===== src/rtl/pmst_pkg.sv =====
// Package: shared types and constants for the Prim spanning tree block.
`timescale 1ns / 1ps
package pmst_pkg;

  localparam int unsigned NV    = 16;            // vertex slots, fixed by 4-bit ids
  localparam int unsigned VW    = 4;             // vertex id width
  localparam int unsigned MW    = 2 * VW;        // matrix address width
  localparam int unsigned WW    = 16;            // weight width
  localparam int unsigned CW    = 20;            // total cost width

  localparam logic [1:0] FUNC_ADD   = 2'd0;
  localparam logic [1:0] FUNC_RUN   = 2'd1;
  localparam logic [1:0] FUNC_CLEAR = 2'd2;

  typedef enum logic [2:0] {
    ST_IDLE,
    ST_ADD_RD,
    ST_ADD_WR,
    ST_ADD_WR2,
    ST_RUN,
    ST_EMIT,
    ST_SUMM
  } state_t;

  // One vertex record as it travels around the cell ring
  typedef struct packed {
    logic [WW-1:0] key;    // best key, signed
    logic          fin;    // key is finite
    logic          vis;    // vertex joined the tree
    logic          par_v;  // parent known
    logic [VW-1:0] par;    // parent vertex
  } rec_t;

endpackage


===== src/rtl/pmst_cell.sv =====
// One cell of the vertex ring: holds a record, loads its start value, shifts.
`timescale 1ns / 1ps
module pmst_cell #(
  parameter int unsigned IDX = 0
) (
  input  logic                     clk,
  input  logic                     init,
  input  logic                     shift,
  input  logic [pmst_pkg::VW-1:0]  src,
  input  pmst_pkg::rec_t           shin,
  output pmst_pkg::rec_t           rec
);

  pmst_pkg::rec_t rec_r;

  assign rec = rec_r;

  // start of run: infinite key except the source, nothing visited
  always_ff @(posedge clk) begin
    if (init) begin
      rec_r.key   <= '0;
      rec_r.fin   <= (src == IDX[pmst_pkg::VW-1:0]);
      rec_r.vis   <= 1'b0;
      rec_r.par_v <= 1'b0;
      rec_r.par   <= '0;
    end else if (shift) begin
      rec_r <= shin;
    end
  end

endmodule


===== config.mk =====
export PLATFORM = sky130hd
export DESIGN_NAME = pmst_cell
export DESIGN_NICKNAME = d
export VERILOG_FILES = /design/src/rtl/pmst_pkg.sv /design/src/rtl/pmst_cell.sv
export SDC_FILE = /design/constraint.sdc
export NUM_CORES = 1
export LEC_CHECK = 0
export BUFFER_PORTS_ARGS = -buffer_cell sky130_fd_sc_hd__buf_2
export CORE_MARGIN = 2
export CORE_UTILIZATION = 30
export CTS_CLUSTER_SIZE = 12
export DETAILED_ROUTE_END_ITERATION = 16
export PLACE_DENSITY = 0.56
export SLEW_MARGIN = 25
export SYNTH_ARGS = -nofsm -noshare
export SYNTH_HDL_FRONTEND = slang
export SYNTH_SLANG_ARGS = --single-unit

===== constraint.sdc =====
create_clock -name clk -period 2.42 [get_ports clk]
set_input_delay 0.484 -clock clk [delete_from_list [all_inputs] [get_ports clk]]
set_output_delay 0.484 -clock clk [all_outputs]
set_load 0.1 [all_outputs]

==> out/metrics.yaml <==
clock_tree:
  cts-resized-gates: 0
  clkSinkCount: 23
  ctsHoldBuffers: 0
  clkTransAtPathRegs_ns: 0.12
  clk_latency_ns: 0.29
  cts_tree: "yes"
  cts_setup_buffers: 0
  htree_levels: 1
  cts_made_buffers: 3
  clock_path_buffers: 2
  root_buffer: "clkbuf_4"
sta:
  hold_viol: 0
  relSlewSlack_pct: 57.05
  max_freq_ghz: 0.6352
  drv_slew: 0
  skew_ns: 0
  worst_pin_slew_ns: 0.6443
  rsz0062_at_grt: "no"
  setup_viol: 0
  setup_tns_ns: 0
  period_needed_ns: 1.574
  post-route-period-util_pct: 65.06
routing:
  antenna_left: 0
  drt_iter0_drc: 5
  detail_route.wl_per_cell_um: 10.36
  firstDrtPassIters: 3
  vias: 677
  avgViaCountPerCell: 4.285
  wl_mm: 1.637
  drc: 0
placed_design:
  place_congestion: 0.6621
  portBuffers: 52
  hpwlAfterDp_mm: 1.242
  placed_cell_area_um2: 1100
worst_setup_path:
  cp-startpoint: "rec[11]"
  path_buf_inv: 1
  r2r_setup_slack_ns: 1.79
  crit_required_ns: 1.94
  worstSetupPathType: "reg2out"
  worstPathCellList: "buf_2"
  cp.arrival_ns: 1.09
  critical_path.max_fanout: 2
  rr_worst_depth: 2
  crit_slowest_cell: "buf_2"
  reg2reg_from: "rec[7]"
  cp-end-kind: "output port"
  rr_endpoint: "rec[7]"
  crit_cells: 1
  cpPeakStageDelay_ns: 0.43
  crit_family: "buffers and inverters"
  endpoint: "rec[11]"
  startpoint_type: "register"
hold_path:
  min_from: "shin[14]"
  hp-class: "in2reg"
final_layout:
  fin_util_pct: 41.60
  final_cell_area_um2: 1127
  fin_nets: 158
  antenna_cells: 0
  syn_to_final_growth_pct: 34.88
  largest_reg_flops: 23
  final_layout_size_suffix_gt1_share_pct: 44.88
power:
  peakVddDrop_mv: 0.3487
  p_leak_nw: 0.6213
  power_density_nw_per_um2: 750.1
  p_total_mw: 0.8456
job:
  drv_cap: 0
synth:
  synth_top_cell_by_area: "dfxtp_1"
  yosysSeqAreaShare_pct: 56.29
  syn_area_um2: 835.8
  synth_cell_types: 10
  synth-main-ff-cell: "dfxtp_1"
  synth_edf_count: 1
  synthTopCellsByArea: "dfxtp_1, mux2i_1, nor2_1"
  postSynthRegisterBits: 23
  synthCells: 77
  yosys-top-cells-count: "mux2i_1, dfxtp_1, nor2_1, buf_4, clkbuf_1"
  syn_area_per_cell_um2: 10.85
  syn-num-nets: 107
  synth_top_cell_area_share_pct: 52.69
  ys_warn_count: 0
  async_flop_share_pct: 0
  synth_most_common_cell: "mux2i_1"
grt:
  grt_pass1_wl_mm: 2.684
  antenna_found_initial: 0
  grt_max_degree: 25
  track_usage_pct: 10.64
  grt_pass1_vias: 627
  overflow: 0
floorplan:
  die_y_um: 56.78
  rows: 19
  start_util_pct: 30.84
  ioPinCount: 53
  dieWidth_um: 56.78
  core-area_um2: 2710
  die_area_um2: 3224
outcome:
  outcome: "finished, final reports clean"
[kinds of logic (layout without fill, tap and decap cells)]
family / after synthesis / after routing / share of synthesized area [%]
buffers and inverters: 6 / 56 / 4.191
flip-flops: 23 / 23 / 56.29
AND/OR/NAND/NOR: 25 / 25 / 11.98
multiplexers: 23 / 23 / 27.54
[how the worst min path moves through the flow]
stage	end	depth (start not counted)
2_1_floorplan	rec[18]	2
3_3_place_gp	rec[22]	2
3_5_place_dp	rec[1]	2
4_1_cts	rec[15]	3
5_1_grt	rec[15]	3
6_report	rec[14]	3
[where the power goes]
group          switching [mW]  internal (mW)
combinational           0.209         0.0540
clock                   0.107         0.0615
sequential            0.00992          0.404
total                   0.326          0.520
[metal layers]
layer  up-vias  GRT usage (%)  wire [um]
met5         -              0          0
met2        35          16.28        719
met4         0          4.983         11
met1       288          14.37        751
li1        352              -          -
met3         2          2.074        155
[per-stage QoR]
stage | setup slack, ns | hold slack [ns] | instances
floorplan | 1.012 | 0.6312 | 77
global placement | 0.9030 | 0.4715 | 154
detailed placement | 0.8918 | 0.4805 | 154
CTS | 0.8250 | 0.3961 | 158
global route | 0.7901 | 0.3968 | 158
finish | 0.8456 | 0.4110 | 158
[layout by cell type (no fill, tap or decap)]
master,synthesis,routed
nand2_1,1,1
nor2_1,22,22
or4_1,1,1
clkbuf_4,0,3
clkinv_2,0,1
buf_2,1,52
dfxtp_1,22,22
mux2i_1,23,23
edfxtp_1,1,1
or2_2,1,1
[layout make-up]
class                      instances  area [um2]
fill                             293        1583
sequential                        23       470.5
multi-input combinational         48       330.3
timing repair buffer              52       260.3
tap                               31       38.79
clock buffer                       3       22.52
clock inverter                     1       5.005
(Power assumes the default switching activity.)
